### src/wacs_pkg.sv
// ----------------------------------------------------------------------------
// wacs_pkg: shared constants and helpers for the window address sequencer
// Display memory geometry, command byte codes, request kinds and the small
// wrap-around helpers used when the cursor moves inside the write window.
// ----------------------------------------------------------------------------
`default_nettype none

package wacs_pkg;

  // display memory geometry
  localparam int MEM_COLUMNS = 132;
  localparam int MEM_PAGES   = 8;

  // field widths
  localparam int ColW  = 8;
  localparam int PageW = 3;
  localparam int ByteW = 8;
  localparam int CfgIdxW = 8;
  localparam int CfgDataW = 8;

  // command byte bases and masks
  localparam logic [7:0] CMD_PAGE     = 8'hB0;
  localparam logic [7:0] CMD_COL_HIGH = 8'h10;
  localparam logic [7:0] CMD_COL_LOW  = 8'h00;
  localparam logic [7:0] NIBBLE_MASK  = 8'h0F;
  localparam logic [7:0] PAGE_MASK    = 8'h07;

  // request kinds
  typedef enum logic {
    REQ_PIXEL   = 1'b0,
    REQ_RESTART = 1'b1
  } req_type_t;

  // configuration register indexes
  localparam logic [CfgIdxW-1:0] REG_START_COLUMN = 8'd0;
  localparam logic [CfgIdxW-1:0] REG_END_COLUMN   = 8'd1;
  localparam logic [CfgIdxW-1:0] REG_START_PAGE   = 8'd2;
  localparam logic [CfgIdxW-1:0] REG_END_PAGE     = 8'd3;

  // reduce a column value below twice the memory width to below the memory width
  function automatic logic [ColW-1:0] col_mod(input logic [ColW:0] c);
    logic [ColW:0] d;
    d = c - (ColW+1)'(MEM_COLUMNS);
    if (c >= (ColW+1)'(MEM_COLUMNS)) begin
      return d[ColW-1:0];
    end
    return c[ColW-1:0];
  endfunction

  // reduce a page value below twice the page count to below the page count
  function automatic logic [PageW-1:0] page_mod(input logic [PageW:0] p);
    logic [PageW:0] d;
    d = p - (PageW+1)'(MEM_PAGES);
    if (p >= (PageW+1)'(MEM_PAGES)) begin
      return d[PageW-1:0];
    end
    return p[PageW-1:0];
  endfunction

endpackage

`default_nettype wire

### src/window_address_command_sequencer_top.sv
// ----------------------------------------------------------------------------
// window_address_command_sequencer_top: window addressing for a paged display
// Turns pixel bytes and restart requests into controller command and data
// bytes, keeping a cursor that walks the write window page by page.
// ----------------------------------------------------------------------------
// Usage
//   in_*  : requests; in_tuser is the kind (0 pixel, 1 restart), in_tdata
//           the pixel byte. A transfer happens when in_tvalid && in_tready.
//   out_* : controller bytes; out_tuser = 1 marks a command byte, out_tlast
//           marks the last byte caused by one request.
//   cfg_* : window registers (0 start column, 1 end column, 2 start page,
//           3 end page), always ready; user writes only while idle (unchecked).
// Timing and throughput
//   The first byte of a request shows on out_* the cycle after its transfer.
//   A request yields 1, 3 or 4 bytes and the output drains one byte per
//   cycle while out_tready is high; a plain pixel byte flows at one per
//   cycle when out_tready stays high. The single output byte buffer lets
//   the next request load while the last byte of the current one is taken.
// Reset
//   rst_n low clears the cursor, pending wrap and output buffer and loads
//   the window registers with 0, 131, 0 and 0.
// Stall
//   With out_tready low the current byte holds and in_tready stays low;
//   in_tready is high only with the buffer empty or its last byte taken.
// ----------------------------------------------------------------------------
`default_nettype none

module window_address_command_sequencer_top (
  input  wire logic       clk,
  input  wire logic       rst_n,
  // request channel
  input  wire logic       in_tvalid,
  output logic            in_tready,
  input  wire logic [7:0] in_tdata,   // [7:0] pixel_byte
  input  wire logic       in_tuser,   // [0] req_type
  // byte channel
  output logic            out_tvalid,
  input  wire logic       out_tready,
  output logic [7:0]      out_tdata,  // [7:0] out_byte
  output logic            out_tuser,  // [0] is_command
  output logic            out_tlast,  // last_of_run
  // configuration channel
  input  wire logic       cfg_valid,
  output logic            cfg_ready,
  input  wire logic [7:0] cfg_index,
  input  wire logic [7:0] cfg_data
);

  localparam int ColW  = wacs_pkg::ColW;
  localparam int PageW = wacs_pkg::PageW;

  // window registers
  logic [ColW-1:0]  start_col_r, end_col_r;
  logic [PageW-1:0] start_page_r, end_page_r;

  // cursor state
  logic [ColW-1:0]  column_pos_r, column_pos_nxt;
  logic [PageW-1:0] page_pos_r, page_pos_nxt;
  logic             wrap_r, wrap_nxt;

  // output byte buffer
  logic             busy_r;
  logic [1:0]       idx_r, last_idx_r, last_idx_nxt;
  logic [7:0]       byte_r [4];
  logic             cmd_r  [4];
  logic [7:0]       byte_nxt [4];
  logic             cmd_nxt  [4];

  logic             in_fire, out_fire, at_last;
  logic             is_restart;
  logic [ColW-1:0]  base_col, col_inc, end_col_p1;
  logic [PageW-1:0] base_page, page_inc, end_page_p1;
  logic [7:0]       page_cmd, low_cmd, high_cmd;

  // handshakes
  assign cfg_ready  = 1'b1;
  assign at_last    = (idx_r == last_idx_r);
  assign out_tvalid = busy_r;
  assign out_fire   = busy_r && out_tready;
  assign in_tready  = !busy_r || (out_tready && at_last);
  assign in_fire    = in_tvalid && in_tready;
  assign is_restart = (in_tuser == wacs_pkg::REQ_RESTART);

  // output fields from the buffer
  assign out_tdata = byte_r[idx_r];
  assign out_tuser = cmd_r[idx_r];
  assign out_tlast = at_last;

  // next page inside the window, wrapping back to the start page
  always_comb begin
    page_inc    = wacs_pkg::page_mod({1'b0, page_pos_r} + 4'd1);
    end_page_p1 = wacs_pkg::page_mod(
                    {1'b0, wacs_pkg::page_mod({1'b0, end_page_r})} + 4'd1);
    if (page_inc == end_page_p1) begin
      page_inc = wacs_pkg::page_mod({1'b0, start_page_r});
    end
  end

  // cursor position the request's bytes refer to
  always_comb begin
    if (is_restart || wrap_r) begin
      base_col = wacs_pkg::col_mod({1'b0, start_col_r});
    end else begin
      base_col = column_pos_r;
    end
    if (is_restart) begin
      base_page = wacs_pkg::page_mod({1'b0, start_page_r});
    end else if (wrap_r) begin
      base_page = page_inc;
    end else begin
      base_page = page_pos_r;
    end
  end

  // column step after a data byte and the wrap test
  assign col_inc    = wacs_pkg::col_mod({1'b0, base_col} + 9'd1);
  assign end_col_p1 = wacs_pkg::col_mod(
                        {1'b0, wacs_pkg::col_mod({1'b0, end_col_r})} + 9'd1);

  // positioning command bytes
  assign page_cmd = wacs_pkg::CMD_PAGE | ({5'd0, base_page} & wacs_pkg::PAGE_MASK);
  assign low_cmd  = wacs_pkg::CMD_COL_LOW | (base_col & wacs_pkg::NIBBLE_MASK);
  assign high_cmd = wacs_pkg::CMD_COL_HIGH | ({4'd0, base_col[7:4]} & wacs_pkg::NIBBLE_MASK);

  // buffer contents and next cursor for an accepted request
  always_comb begin
    byte_nxt[0] = page_cmd;
    byte_nxt[1] = low_cmd;
    byte_nxt[2] = high_cmd;
    byte_nxt[3] = in_tdata;
    cmd_nxt[0]  = 1'b1;
    cmd_nxt[1]  = 1'b1;
    cmd_nxt[2]  = 1'b1;
    cmd_nxt[3]  = 1'b0;
    last_idx_nxt   = 2'd3;
    column_pos_nxt = col_inc;
    page_pos_nxt   = base_page;
    wrap_nxt       = (col_inc == end_col_p1);
    if (is_restart) begin
      last_idx_nxt   = 2'd2;
      column_pos_nxt = base_col;
      wrap_nxt       = 1'b0;
    end else if (!wrap_r) begin
      // plain data byte only
      byte_nxt[0]  = in_tdata;
      cmd_nxt[0]   = 1'b0;
      last_idx_nxt = 2'd0;
    end
  end

  // control, cursor and window registers
  always_ff @(posedge clk) begin
    if (!rst_n) begin
      busy_r       <= 1'b0;
      idx_r        <= 2'd0;
      last_idx_r   <= 2'd0;
      column_pos_r <= '0;
      page_pos_r   <= '0;
      wrap_r       <= 1'b0;
      start_col_r  <= 8'd0;
      end_col_r    <= 8'd131;
      start_page_r <= 3'd0;
      end_page_r   <= 3'd0;
    end else begin
      if (in_fire) begin
        busy_r       <= 1'b1;
        idx_r        <= 2'd0;
        last_idx_r   <= last_idx_nxt;
        column_pos_r <= column_pos_nxt;
        page_pos_r   <= page_pos_nxt;
        wrap_r       <= wrap_nxt;
      end else if (out_fire) begin
        if (at_last) begin
          busy_r <= 1'b0;
        end else begin
          idx_r <= idx_r + 2'd1;
        end
      end
      if (cfg_valid && cfg_ready) begin
        case (cfg_index)
          wacs_pkg::REG_START_COLUMN: start_col_r  <= cfg_data;
          wacs_pkg::REG_END_COLUMN:   end_col_r    <= cfg_data;
          wacs_pkg::REG_START_PAGE:   start_page_r <= cfg_data[PageW-1:0];
          wacs_pkg::REG_END_PAGE:     end_page_r   <= cfg_data[PageW-1:0];
          default: ;
        endcase
      end
    end
  end

  // byte buffer payload
  always_ff @(posedge clk) begin
    if (in_fire) begin
      for (int i = 0; i < 4; i++) begin
        byte_r[i] <= byte_nxt[i];
        cmd_r[i]  <= cmd_nxt[i];
      end
    end
  end

endmodule

`default_nettype wire
### config.mk
export PLATFORM = sky130hd
export DESIGN_NAME = window_address_command_sequencer_top
export DESIGN_NICKNAME = d
export VERILOG_FILES = /design/src/wacs_pkg.sv /design/src/window_address_command_sequencer_top.sv
export SDC_FILE = /design/constraint.sdc
export NUM_CORES = 1
export LEC_CHECK = 0
export BUFFER_PORTS_ARGS = -buffer_cell sky130_fd_sc_hd__buf_4
export CORE_MARGIN = 4
export CORE_UTILIZATION = 25
export DETAILED_ROUTE_END_ITERATION = 8
export PLACE_DENSITY = 0.38
export RECOVER_POWER = 25
export SETUP_SLACK_MARGIN = 0.4
export SYNTH_ARGS = -nofsm -noshare
export SYNTH_HDL_FRONTEND = slang
export SYNTH_SLANG_ARGS = --single-unit
### constraint.sdc
create_clock -name clk -period 7.7 [get_ports clk]
set_input_delay 0 -clock clk [delete_from_list [all_inputs] [get_ports clk]]
set_output_delay 0 -clock clk [all_outputs]
set_load 0.01 [all_outputs]
---- Yosys cells after proc, flatten, opt, wreduce, memory -nomap -nowiden ----
Memory sizes are Yosys's and may differ from the RTL's. A register that Yosys moved wholly into a read port is not among the register bits.
Cells that the tools add are included.
storage, ports and cells
  bits in writable memories ............... 36
  output and inout bits ................... 13
  word-level logic and storage cells ...... 93
  bits in registers ....................... 39
  memories kept ........................... 2
  input bits .............................. 30
memory list
  memory  words  bits a word  rd ports  clocked after memory_dff  wr ports  line                                        RTL
  byte_r  4      8            1         1                         4         window_address_command_sequencer_top.sv:64  logic [7:0] byte_r [4];
  cmd_r   4      1            1         1                         4         window_address_command_sequencer_top.sv:65  logic cmd_r [4];
cells by class
  order comparisons ....................... 6
  mux-type cells .......................... 40
  reduce and logical (&&, ||, !) cells .... 16
  add/subtract/negate cells ............... 11
  equality and inequality tests ........... 6
  bitwise gates (word level) .............. 2
operators with widths
  cell                   count
  $mux W8                12
  $sub A8 B8 Y8 const B  4
  $mux W3                7
  $add A8 B1 Y9 const B  2
  $ge A9 B8 Y1 const B   2
  $eq A8 B2 Y1 const B   2
  $ge A8 B8 Y1 const B   2
  $mux W1                15
  $mux W2                6
  $reduce_and A2 Y1      6
  $add A3 B1 Y4 const B  2
  $eq A8 B1 Y1 const B   1
  $eq A8 B8 Y1           1
  $ge A4 B4 Y1 const B   2
  $logic_not A8 Y1       1
  $sub A3 B1 Y3 const B  2
  $reduce_bool A2 Y1     2
  $eq A3 B3 Y1           1
  $logic_and A1 B1 Y1    3
  $add A2 B1 Y2 const B  1
  $eq A2 B2 Y1           1
  $logic_or A1 B1 Y1     2
  $not A1 Y1             2
  $reduce_or A2 Y1       1
  $logic_not A1 Y1       1

---- Depth between registers and ports, before layout ----
Gate-level depths: netlist of the first run.
  word-level depth ........................ 11
  depth in mapped cells ................... 19
  mapped depth without buffers ............ 17

---- Least setup slack after synthesis of the first run ----
Ideal clock, no wire load.
  kind .................................... reg-to-reg
  start ................................... register wrap_r
  end ..................................... register wrap_r
  library setup time ...................... 0.087 ns
  required time ........................... 7.613 ns
  data arrival time ....................... 3.732 ns
  period minus slack after synthesis ...... 3.819 ns
  path buffers ............................ 4
  cell stages (with the launch flop) ...... 20
  slack ................................... 3.881 ns
  path through ............................ dfxtp_1 > buf_2 > nor2_4 > inv_1 > clkbuf_1 > clkbuf_1 > nand2_1 > nand2_1 > ha_1 > clkbuf_1 > xnor2_1 > ha_1 > o221ai_1 > a2111oi_1 > o22ai_1 > a211oi_1 > a22oi_2 > and3b_1 > o221ai_1 > o31ai_1
between the ends
  longest elaborated chain between the ends .. 8
  elaborated cells between the ends (all ways) .. 10
  those cells by class .................... add/sub (2); order compare (1); eq/ne (1); mux (5); reduce/logical (1)
ends and longest elaborated chain
  what                                                  line                                         RTL
  start, declared                                       window_address_command_sequencer_top.sv:59   logic wrap_r, wrap_nxt;
  start signal, assigned                                window_address_command_sequencer_top.sv:171  wrap_r <= wrap_nxt;
  $logic_or A1 B1 Y1 (*)                                window_address_command_sequencer_top.sv:101  if (is_restart || wrap_r) begin
  $mux W8 (*)                                           window_address_command_sequencer_top.sv:101
  via base_col[0]                                       window_address_command_sequencer_top.sv:71   logic [ColW-1:0] base_col, col_inc, end_col_p1;
  $add A8 B1 Y9 (*)                                     window_address_command_sequencer_top.sv:116  assign col_inc = wacs_pkg::col_mod({1'b0, base_col} + 9'd1);
  $sub A8 B8 Y8 / $ge A9 B8 Y1 (equally long branches)  wacs_pkg.sv:43, wacs_pkg.sv:44
  $mux W8 / $mux W1 (equally long branches)             wacs_pkg.sv:44                               if (c >= (ColW+1)'(MEM_COLUMNS)) begin
  $mux W8 (*)                                           wacs_pkg.sv:47                               return c[ColW-1:0];
  $eq A8 B8 Y1 (*)                                      window_address_command_sequencer_top.sv:138  wrap_nxt = (col_inc == end_col_p1);
  $mux W1 (*)                                           window_address_command_sequencer_top.sv:139  if (is_restart) begin
Mark *: on every way through the listed nets, which the timed path passes. The rest lies on a longest branch. The select of a mux whose other input is x is not followed.
A chain may end at the register's enable or synchronous reset.

---- Worst setup path after layout of the first run ----
Ends and elaborated chain as after synthesis.

==> impl_results.md, run 1 <==
- Grt total ovfl: 0
- Vias in the first global route: about 3.6k
- Setup ws final: 2.30 ns
- Num rows: between 40 and 50
- CP Cell Sequence: clkbuf_1 > nor2_1 > inv_1 > nand2_1 > nand2_1 > ha_1 > xnor2_1 > ha_1 > o221ai_1 > a2111oi_1 > o22ai_1 > a211oi_1 > a22oi_2 > and3b_1 > o221ai_1 > o31ai_1
- Clk network pwr share: 0.475
- HPWL after DPL: 9.30 mm
- Startpoint types: register
- Syn avg cell area: ~9.3 um^2
- Mux cell area share after synthesis: 0.101
- Layout cells sized above 1: 0.128
- Seq/Total Area, Yosys: 0.350
- Crit. End Element: register
- Synth Area in Adders: 0.0380
- Fin crit share: 0.702
- Vias: ~3.7k
- Initial antenna violation count: 0
- Final GP Congestion: 0.831
- Unrepaired setup endpoints after global routing: false
- Post-placement cell count: between 700 and 800
- Routed WL: about 12 mm
- Gate power share: 0.104
- P_int: a little over 700 uW
- Die Ht: ~140 um
- Layout Nets: approximately 600
- Largest family of logic cells by synthesized area: simple AND/OR/NAND/NOR gates
- Synth Area in XOR/XNOR: 0.0695
- Asr flop ratio synth: 0
- Clock Tree Buf Depth: 2
- Port bufs: slightly above 40
- Post-Layout Cell Count: 776
- Signal arrival time at the worst endpoint: around 5.7 ns
- Slew @ Worst Pin: 1.14 ns
- Clock Latency Late Sink: between 0.3 and 0.4 ns
- CP required: between 7 and 8 ns
- Worst min-delay path category: in -> reg
- Area delta synth->final: 20.6%
- Global-route wire length before repair: 20.0 mm
- Ranking of synthesized cells by area: dfxtp_1 (19%), edfxtp_1 (16%), mux2i_1 (7.4%)
- Min-delay src: out_tready
- Syn Nets: 540
- Initial DRC Count: between 150 and 200
- Synth Area in Compound Gates: 0.182
- Post-synth top flop: dfxtp_1
- EDFF count, synth: 25
- Clock Skew: between 0.008 and 0.009 ns
- Overall fraction of global-route tracks in use: 0.124
- Fill count: 1913
- Synth unique cells: 80
- Max FO, Critical Path: 22
- Hold EP: out_tvalid
- Setup-failing EPs final: 0
- Switch share: 0.227
- Slowest Stage Delay on Critical Path: 1.00 ns
- Clk sinks: 68
- DIE AREA: around 21000 um^2
- # IOs: 43
- Routed Antenna Nets: 0
- VDD IR max: 0.106 mV
- Ant. Diodes: 0
- Register share of total power: 0.421
- Routed vias/inst: 4.79
- Hold Path Cell Cnt: 4
- Setup tns final: 0 ns
- Status: finished, final reports clean
- Drt wl/cell: 16.1 um
- Critical path class: reg -> reg
- Power per Cell Area: ~170 nW/um^2
- Post-Synthesis Cells: ~500
- Max cap viols: 0
- Clock transition at the registers of the reported paths: approximately 0.05 ns
- Area occupied by multi-input gates: 2820 um^2
- Worst slack, placed: approximately 3.3 ns
- FF-to-FF Start: wrap_r
- Largest net degree at the start of global routing: 42
- Worst Path Buf+Inv: 2
- CTS H-tree lvls: 3
- R2R Path End: wrap_r
- Synth top area share: 0.187
- Switch Pwr: around 210 uW
- Final core occ: 0.308
- Yosys warns: 0
- Slew Viols, Final: 0
- DIE WIDTH: 144 um
- Reg-to-reg slack, setup: 2.30 ns
- Synth Cell Area: 4610 um^2
- Yosys reg bits: 68
- CTS tree: built
- Initial Utilization: 0.256
- CP top delay family: simple AND/OR/NAND/NOR gates
- Root cell of the clock tree: clkbuf_16
- Hold Vio Cnt, Final: 0
- CP max-delay cell: nor2_1
- Relative slew slack: 0.239
- Area share of and/or/nand/nor cells after synthesis: 0.222
- FF-to-FF path depth: 16
- Drt first pass iters: 4
- Fmax: 185 MHz
- Final min period: 5.40 ns
- Num CTS Buffers: 9
- DRC violations left: 0
- Cell taking the most area after synthesis: dfxtp_1
- LEAKAGE: 2.08 nW
- Register Area: 1610 um^2
- Core ar.: 18000 um^2
[area by class of cell]
type / count / area share
clock buffers: 10 / 0.0430
multi-input cells: 385 / 0.507
inverters: 17 / 0.0115
well taps: 229 / 0.0516
clock inverters: 6 / 0.0158
flip-flops and latches: 68 / 0.290
repair buffers: 61 / 0.0806
[Yosys cell counts (all sizes together) (4+ instances only)]
master   instances
a2111oi          4
edfxtp          25
a21o             5
mux2i           35
mux4             4
a22o             5
a21oi           20
buf              7
nor3            10
or3              6
a211oi           5
nor2b           24
clkbuf          19
dfxtp           43
nand3            9
xor2            10
nor2            32
o21a             5
nand3b           5
or4b             6
o211ai          10
o21ai           21
a31oi            4
nand2b           4
inv             17
nand2           49
nor4             4
nor3b            7
and2             7
xnor2           24
o31ai            7
a21boi           8
ha              14
[cell usage in the layout, fill, tap and decap left out, types with 9 or more instances in the layout]
cell,instances
xnor2_1,24
buf_4,26
xor2_1,10
clkbuf_1,14
a21oi_1,19
ha_1,14
nor2_1,32
edfxtp_1,25
dlygate4sd3_1,17
nor3_1,10
clkbuf_16,9
inv_1,16
nand3_1,9
nor2b_1,24
o211ai_1,10
nand2_1,47
mux2i_1,34
o21ai_0,19
dfxtp_1,43
[tightest hold or removal path, cell delays in order]
cell and delay [ns]:
buf_4 0.10, nand2_1 0.04, nand2_1 0.09, a21boi_0 0.08
[registers in the layout, summed over array words and instances, names as in the netlist, 2 cells and up, named ones only]
signal / cells
byte_r: 24
column_pos_r: 8
end_col_r: 8
idx_r: 2
last_idx_r: 2
start_col_r: 8
start_page_r: 3
cmd_r: 3
end_page_r: 3
page_pos_r: 3
[metal layers]
metal  wire (um)  global-route usage  up-vias
li1            -                   -     1908
met1        6160               0.169     1723
met2        5630               0.198       77
met3         539              0.0263       11
met4         161              0.0317        0
met5           0                   0        -
[power by group through the flow]
stage	logic (mW)	registers, mW	clock network (mW)
2_1_floorplan	0.0582	0.398	0
3_3_place_gp	0.0954	0.400	0
3_5_place_dp	0.0953	0.400	0
4_1_cts	0.103	0.392	0.461
5_1_grt	0.108	0.393	0.476
6_report	0.0969	0.392	0.443
[repair_timing]
item,in CTS,in global routing
resized for setup,0,0
setup buffers,0,0
hold buffers,17,0
endpoints found under the hold margin,33,0
setup endpoints to repair,0,0
[cells by family (layout without fill, tap and decap cells)]
kind of cell | after synthesis | after routing
and+or+nand+nor | 181 | 181
xor gates and xnor gates | 35 | 35
buffers and inverters | 43 | 94
muxes | 41 | 41
AOI/OAI and AO/OA | 113 | 113
adders and majority gates | 14 | 14
other | 1 | 1
DFF | 68 | 68
[worst max-delay path by stage]
stage	cells after the start	endpoint	slack, ns	startpoint
CTS	16	wrap_r	3.29	wrap_r
finish	16	wrap_r	2.30	wrap_r
detailed placement	16	wrap_r	3.32	wrap_r
global placement	16	wrap_r	3.41	wrap_r
floorplan	19	wrap_r	3.88	wrap_r
global route	16	wrap_r	1.66	wrap_r
[through the flow]
stage	hold WS, ns	power (mW)	instance area (um^2)
final	0.0348	0.932	5560
after global routing	0.0487	0.977	5560
after CTS	0.0277	0.956	5620
after detailed placement	0.193	0.495	5120
after global placement	0.195	0.495	5120
after floorplan	0.0989	0.456	4610
Power figures use the tool's default switching activity.
==> run 2: changes to the inputs <==
- ABC_AREA: default -> 1
- clock period: 7.7 -> 5.4 ns (I/O delays scaled with it)
==> run 2 against run 1 <==
  * Clock skew is 0.0030 ns higher
  * Design area is 5.4% lower
  * Sequential share of layout area is 1.7 points higher
  * Synthesized area is 7.2% lower
  * Hold slack worse by 0.024 ns
  * Non-clock buffer count stayed put
  * Clock-buffer cell count stayed put
  * Sequential power is 43% higher
==> impl_results.md, run 2 <==
- Vias in the first global route: 3715 (+2.0%)
- Max cap viols: 0 (unchanged)
- DRC violations left: 0 (unchanged)
- Final min period: 3.71 ns (-1.69 ns)
- DIE AREA: 19300 um^2 (-6.8%)
- Seq/Total Area, Yosys: 0.377 (+0.0271)
- Post-synth top flop: dfxtp_1
- Post-Synthesis Cells: 578 (+17%)
- Drt wl/cell: 13.0 um (-19%)
- Critical path class: reg -> reg
- Status: finished, final reports clean
- Largest family of logic cells by synthesized area: simple AND/OR/NAND/NOR gates
- Synth Area in Adders: 0.0410 (+0.00295)
- Setup tns final: 0 ns (unchanged)
- Hold Vio Cnt, Final: 0 (unchanged)
- DIE WIDTH: 139 um (-3.5%)
- Relative slew slack: 0.315 (+0.0762)
- Worst min-delay path category: in -> reg
- Overall fraction of global-route tracks in use: 0.119 (-0.00476)
- Cell taking the most area after synthesis: dfxtp_1
- Commonest cells after routing, fill and taps aside: nand2_1 (139), inv_1 (63), nand3_1 (59)
- Clk network pwr share: 0.447 (-0.028)
- Switch share: 0.261 (+0.0344)
- Slowest Stage Delay on Critical Path: 0.78 ns (-0.22 ns)
- Synth Cell Area: 4280 um^2 (-7.2%)
- Routed vias/inst: 4.43 (-7.7%)
- Area share of and/or/nand/nor cells after synthesis: 0.356 (+0.134)
- Clk sinks: 68 (unchanged)
- Crit. End Element: register
- Reg-to-reg slack, setup: 1.69 ns (-0.61 ns)
- CP required: 5.63 ns (-2.31 ns)
- P_int: 956 uW (+33%)
- Ant. Diodes: 0 (unchanged)
- Setup ws final: 1.69 ns (-0.608 ns)
- Mux cell area share after synthesis: 0 (-0.101)
- Max FFs per register: 24 (unchanged)
- R2R Path End: column_pos_r[6]
- CP max-delay cell: nor2_1
- FF-to-FF path depth: 16 (unchanged)
- Startpoint types: register
- Register share of total power: 0.432 (+0.011)
- CP top delay family: simple AND/OR/NAND/NOR gates
- Yosys reg bits: 68 (unchanged)
- Biggest register: byte_r
- Slew Viols, Final: 0 (unchanged)
- Power per Cell Area: 246 nW/um^2 (+47%)
- Clock Skew: 0.0112 ns (+0.00295 ns)
- Routed Antenna Nets: 0 (unchanged)
- Num rows: 47 (-4.1%)
- Fin crit share: 0.687 (-0.0146)
- CP Depth: 16 (unchanged)
- Synth Area in XOR/XNOR: 0.0331 (-0.0364)
- Global-route wire length before repair: 18.5 mm (-7.5%)
- Port bufs: 41 (unchanged)
- Worst slack, placed: 2.23 ns (-1.09 ns)
- Initial Utilization: 0.256 (+0.000411)
- Crit path from: wrap_r
- Syn avg cell area: 7.40 um^2 (-20%)
- Asr flop ratio synth: 0 (unchanged)
- CP Cell Sequence: nor2_1 > inv_1 > or2_2 > nand2_2 > nand2_2 > nand2_2 > ha_1 > inv_1 > nor2_1 > nand2_1 > nand2_1 > nand2_1 > nand2_2 > nand2_1 > o21ai_0 > o21ai_1
- Min-delay src: rst_n
- Clock transition at the registers of the reported paths: 0.06 ns (about the same)
- Synth Area in Compound Gates: 0.112 (-0.0699)
- Gate power share: 0.121 (+0.017)
- Synth top area share: 0.201 (+0.0145)
- CP endpoint: column_pos_r[6]
- Ranking of synthesized cells by area: dfxtp_1 (20%), edfxtp_1 (18%), nand2_1 (12%)
- Layout Nets: 680 (+16%)
- Initial antenna violation count: 0 (unchanged)
- Setup-failing EPs final: 0 (unchanged)
- Largest net degree at the start of global routing: 28 (-33%)
- Switch Pwr: 338 uW (+60%)
- # IOs: 43 (unchanged)
- Final core occ: 0.315 (+0.00637)
- Worst Path Buf+Inv: 2 (unchanged)
- Num CTS Buffers: 9 (unchanged)
- Synth unique cells: 47 (-41%)
- LEAKAGE: 2.32 nW (+11%)
- CTS tree: built
- Final GP Congestion: 0.844 (+1.5%)
- Commonest non-fill, non-tap cell in the layout: nand2_1
- Max FO, Critical Path: 20 (-9.1%)
- Unrepaired setup endpoints after global routing: false
- Commonest cells post-synth: nand2_1 (139), inv_1 (62), nand3_1 (59), nor2_1 (47), dfxtp_1 (43)
- Drt first pass iters: 4 (unchanged)
- CTS H-tree lvls: 3 (unchanged)
- Area delta synth->final: 22.8%
- VDD IR max: 0.194 mV (+84%)
- Syn Nets: 622 (+15%)
- Routed WL: 11.2 mm (-10%)
- Slew @ Worst Pin: 1.03 ns (-0.111 ns)
- Vias: 3810 (+2.4%)
- EDFF count, synth: 25 (unchanged)
- Grt total ovfl: 0 (unchanged)
- Yosys warns: 0 (unchanged)
- FF-to-FF Start: wrap_r
- Signal arrival time at the worst endpoint: 3.94 ns (-1.71 ns)
- Initial DRC Count: 200 (+25%)
- Clock Tree Buf Depth: 2 (unchanged)
- Die Ht: 139 um (-3.5%)
- Fmax: 270 MHz (+46%)
- Root cell of the clock tree: clkbuf_16
- Layout cells sized above 1: 0.164 (+0.0358)
- Count leader, synth: nand2_1
- Clock Latency Late Sink: 0.34 ns (about the same)
- Post-CTS Setup Bufs: 0 (unchanged)
- Core ar.: 16700 um^2 (-7.3%)
- HPWL after DPL: 8.64 mm (-7.1%)
## run 2: cell types whose count changed after synthesis, sizes merged, moves of 11 or more
cell    previous run  this run
nand3              9        64
inv               17        70
mux2i             35         0
clkbuf            19         8
xnor2             24         6
o21ai             21        43
nor2              32        58
nand2             49       161
nor2b             24         0
## run 2: logic make-up after synthesis
kind of cell | after synthesis
xor+xnor | 14
compound gates | 85
buf+inv | 86
other cells | 1
simple gates | 310
flops | 68
fa+ha+maj | 14
## run 2: worst min path at each step
stage | end | cells past startpoint
6_report | end_col_r[0] | 2
5_1_grt | end_col_r[0] | 2
4_1_cts | end_col_r[0] | 2
3_5_place_dp | byte_r[3][7] | 1
3_3_place_gp | byte_r[3][5] | 1
2_1_floorplan | byte_r[3][0] | 0
## run 2: layout make-up
cell class | instances | area, um^2
clock buffers | 10 | 250
clock inverters | 6 | 43.8
fillers | 1835 | 11400
inverters | 72 | 270
multi-input cells | 424 | 2310
flip-flops and latches | 68 | 1610
well taps | 220 | 275
repair buffers | 61 | 489
## run 2: per-layer routing
| layer | vias up | track usage | part of all wire |
|---|---|---|---|
| li1 | 2024 | - | - |
| met1 | 1701 | 0.157 | 0.49 |
| met2 | 73 | 0.191 | 0.45 |
| met3 | 12 | 0.0345 | 0.050 |
| met4 | 0 | 0.0304 | 0.011 |
| met5 | - | 0 | 0 |
## run 2: power groups by stage
stage	registers, mW	logic [mW]	clock network [mW]
CTS	0.559	0.162	0.597
finish	0.559	0.156	0.578
floorplan	0.568	0.0973	0
detailed placement	0.570	0.151	0
global placement	0.570	0.151	0
global route	0.561	0.177	0.616
## run 2: stage by stage
stage / instance area [um^2] / hold WS, ns / instances / total power [mW]
final: 5250 / 0.0106 / 861 / 1.29
after CTS: 5280 / 0.00585 / 861 / 1.32
after detailed placement: 4790 / 0.187 / 825 / 0.721
after floorplan: 4280 / 0.0989 / 578 / 0.666
after global routing: 5250 / 0.0175 / 861 / 1.35
after global placement: 4790 / 0.190 / 825 / 0.721
## run 2: what timing repair did
| item | CTS | global route |
|---|---|---|
| hold endpoints to repair | 37 | 0 |
| resized for setup | 0 | 0 |
| hold buffers | 20 | 0 |
## run 2: worst reg2reg max path, cell delays in order (launching register included)
cell and delay, ns:
dfxtp_1 0.35, nor2_1 0.78, inv_1 0.63, or2_2 0.47
nand2_2 0.11, nand2_2 0.06, nand2_2 0.09, ha_1 0.19
inv_1 0.05, nor2_1 0.19, nand2_1 0.08, nand2_1 0.06
nand2_1 0.06, nand2_2 0.09, nand2_1 0.08, o21ai_0 0.22
o21ai_1 0.09
==> run 3: changes to the inputs <==
- PLACE_DENSITY: 0.38 -> 0.4
- clock period: 5.4 -> 3.1 ns (I/O delays scaled with it)
==> run 3 against run 2 <==
  * Highest routed layer unchanged
  * Combinational power increased by 96%
  * Critical endpoint is now wrap_r
  * Via count increased by 4.0%
  * Core utilization increased by 2.9 points
  * Die area unchanged
==> impl_results.md, run 3 (same netlist as run 2, synthesis figures left out) <==
- Max FO, Critical Path: 6 (-70%)
- Area delta synth->final: 34.3%
- Setup-failing EPs final: 0 (unchanged)
- Die Ht: 139 um (unchanged)
- Clock Latency Late Sink: 0.33 ns (about the same)
- Switch share: 0.244 (-0.0168)
- Num rows: 47 (unchanged)
- Routed WL: 11.6 mm (+3.2%)
- Power per Cell Area: 397 nW/um^2 (+61%)
- Gate power share: 0.134 (+0.013)
- Final GP Congestion: 0.851 (+0.88%)
- Commonest cells after routing, fill and taps aside: nand2_1 (114), inv_1 (54), buf_4 (51)
- CP Cell Sequence: inv_2 > ha_4 > inv_2 > nor2_4 > nand3_4 > nand2_4 > nand2_4 > nand2_4 > buf_4 > nand3_1 > nand2_1 > nand2_2 > nor2_4 > nand4_1 > nand2_4 > nand2_4 > nand2_2 > nand2_2 > nand3b_1 > nand2_1 > nor2_2 > nand3_1 > nand2_1
- # IOs: 43 (unchanged)
- Num CTS Buffers: 9 (unchanged)
- CP dominant cell by count: nand2_4
- Core ar.: 16700 um^2 (unchanged)
- Post-Layout Cell Count: 886 (+2.9%)
- Design area: 5740 um^2 (+9.3%)
- DIE WIDTH: 139 um (unchanged)
- Fmax: 377 MHz (+40%)
- Critical path class: reg -> reg
- Drt wl/cell: 13.0 um (+0.24%)
- Max FFs per register: 24 (unchanged)
- Layout cells sized above 1: 0.285 (+0.121)
- Root cell of the clock tree: clkbuf_16
- Vias: 3962 (+4.0%)
- Signal arrival time at the worst endpoint: 2.87 ns (-1.07 ns)
- Clk sinks: 68 (unchanged)
- Register share of total power: 0.427 (-0.005)
- DRC violations left: 0 (unchanged)
- CTS tree: built
- Routed Antenna Nets: 0 (unchanged)
- LEAKAGE: 2.51 nW (+8.0%)
- Slowest Stage Delay on Critical Path: 0.33 ns (-0.45 ns)
- Reg-to-reg slack, setup: 0.45 ns (-1.24 ns)
- VDD IR max: 0.232 mV (+19%)
- Post-placement cell count: 833 (+0.97%)
- P_int: 1.72 mW (+80%)
- Clk network pwr share: 0.440 (-0.007)
- Fin crit share: 0.855 (+0.168)
- Largest net degree at the start of global routing: 27 (-3.6%)
- Grt total ovfl: 0 (unchanged)
- Initial Utilization: 0.256 (unchanged)
- Initial DRC Count: 135 (-33%)
- Slew @ Worst Pin: 0.658 ns (-0.368 ns)
- Clock Skew: 0.00532 ns (-0.00591 ns)
- Routed vias/inst: 4.47 (+1.1%)
- HPWL after DPL: 8.46 mm (-2.1%)
- Biggest register: byte_r
- Layout Nets: 705 (+3.7%)
- Worst slack, placed: 0.198 ns (-2.03 ns)
- Hold Vio Cnt, Final: 0 (unchanged)
- CP max-delay cell: dfxtp_2
- Commonest non-fill, non-tap cell in the layout: nand2_1
- Setup tns final: 0 ns (unchanged)
- Ant. Diodes: 0 (unchanged)
- Startpoint types: register
- Overall fraction of global-route tracks in use: 0.117 (-0.00193)
- Clock Tree Buf Depth: 2 (unchanged)
- Setup ws final: 0.450 ns (-1.24 ns)
- Drt first pass iters: 4 (unchanged)
- Status: finished, final reports clean
- CTS H-tree lvls: 3 (unchanged)
- Unrepaired setup endpoints after global routing: true
- Clock transition at the registers of the reported paths: 0.05 ns (about the same)
- Vias in the first global route: 3700 (-0.40%)
- CP required: 3.32 ns (-2.31 ns)
- Final min period: 2.65 ns (-1.06 ns)
- DIE AREA: 19300 um^2 (unchanged)
- Max cap viols: 0 (unchanged)
- Slew Viols, Final: 0 (unchanged)
- Placement Cell Area: 4850 um^2 (+1.3%)
- Initial antenna violation count: 0 (unchanged)
- Crit. End Element: register
- Port bufs: 41 (unchanged)
- Fill count: 1821 (-0.76%)
- Worst min-delay path category: in -> reg
- Relative slew slack: 0.561 (+0.246)
- Global-route wire length before repair: 18.4 mm (-0.49%)
- Switch Pwr: 557 uW (+65%)
## run 3: cell count changes in the layout (fill, tap and decap cells not counted), moves of 7 or more
cell | before | now
nand3_2 | 3 | 12
nand3_1 | 59 | 48
inv_2 | 7 | 15
nand2_2 | 16 | 33
inv_1 | 63 | 54
nand2_1 | 139 | 114
buf_4 | 29 | 51
nand2_4 | 4 | 11
## run 3: power by group through the flow
stage	sequential (mW)	combinational [mW]	clock (mW)
CTS	0.974	0.297	1.04
detailed placement	0.993	0.276	0
floorplan	0.990	0.170	0
finish	0.974	0.305	1.00
global route	0.976	0.342	1.08
global placement	0.993	0.277	0
## run 3: timing repair
| item | 4_1_cts | 5_1_grt |
|---|---|---|
| hold endpoints to repair | 33 | 0 |
| hold buffers | 19 | 0 |
| pin swaps | 3 | 33 |
| gates resized for setup | 12 | 76 |
| setup buffers | 5 | 13 |
| endpoints found under the setup margin | 3 | 6 |
| gates cloned | 0 | 0 |
## run 3: cell type report
type                    instances  area (um^2)  area share
multi-input cells             424         2590       0.451
flip-flops and latches         68         1620       0.282
repair buffers                 86          689       0.120
clock buffers                  15          289      0.0503
inverters                      72          275      0.0479
well taps                     220          275      0.0479
clock inverters                 1         5.00    0.000872
## run 3: layer usage
metal  track usage  up-vias  wire length [um]
li1              -     2067                 -
met1         0.158     1829              5630
met2         0.190       60              5420
met3        0.0276        6               416
met4        0.0257        0                88
met5             0        -                 0
## run 3: path summary, 6_finish.rpt
kind / from / end / cells after the start
max: end_col_r[3] / wrap_r / 23
min: out_tready / out_tvalid / 4
max reg2reg: end_col_r[3] / wrap_r / 23
min reg2reg: cmd_r[1] / cmd_r[1] / 2
## run 3: critical path: cells and delay by family, from the launching register on
| kind | cells | cell delay (ns) |
|---|---|---|
| and+or+nand+nor | 19 | 1.82 |
| DFF | 1 | 0.33 |
| buffers and inverters | 3 | 0.25 |
| adders and majority gates | 1 | 0.15 |
## run 3: through the flow
step           power (mW)   util  hold slack (ns)
5_1_grt              2.40  0.344           0.0305
3_3_place_gp         1.27  0.290            0.190
4_1_cts              2.31  0.323          0.00129
6_report             2.28  0.344           0.0149
3_5_place_dp         1.27  0.290            0.189
2_1_floorplan        1.16      -           0.0989
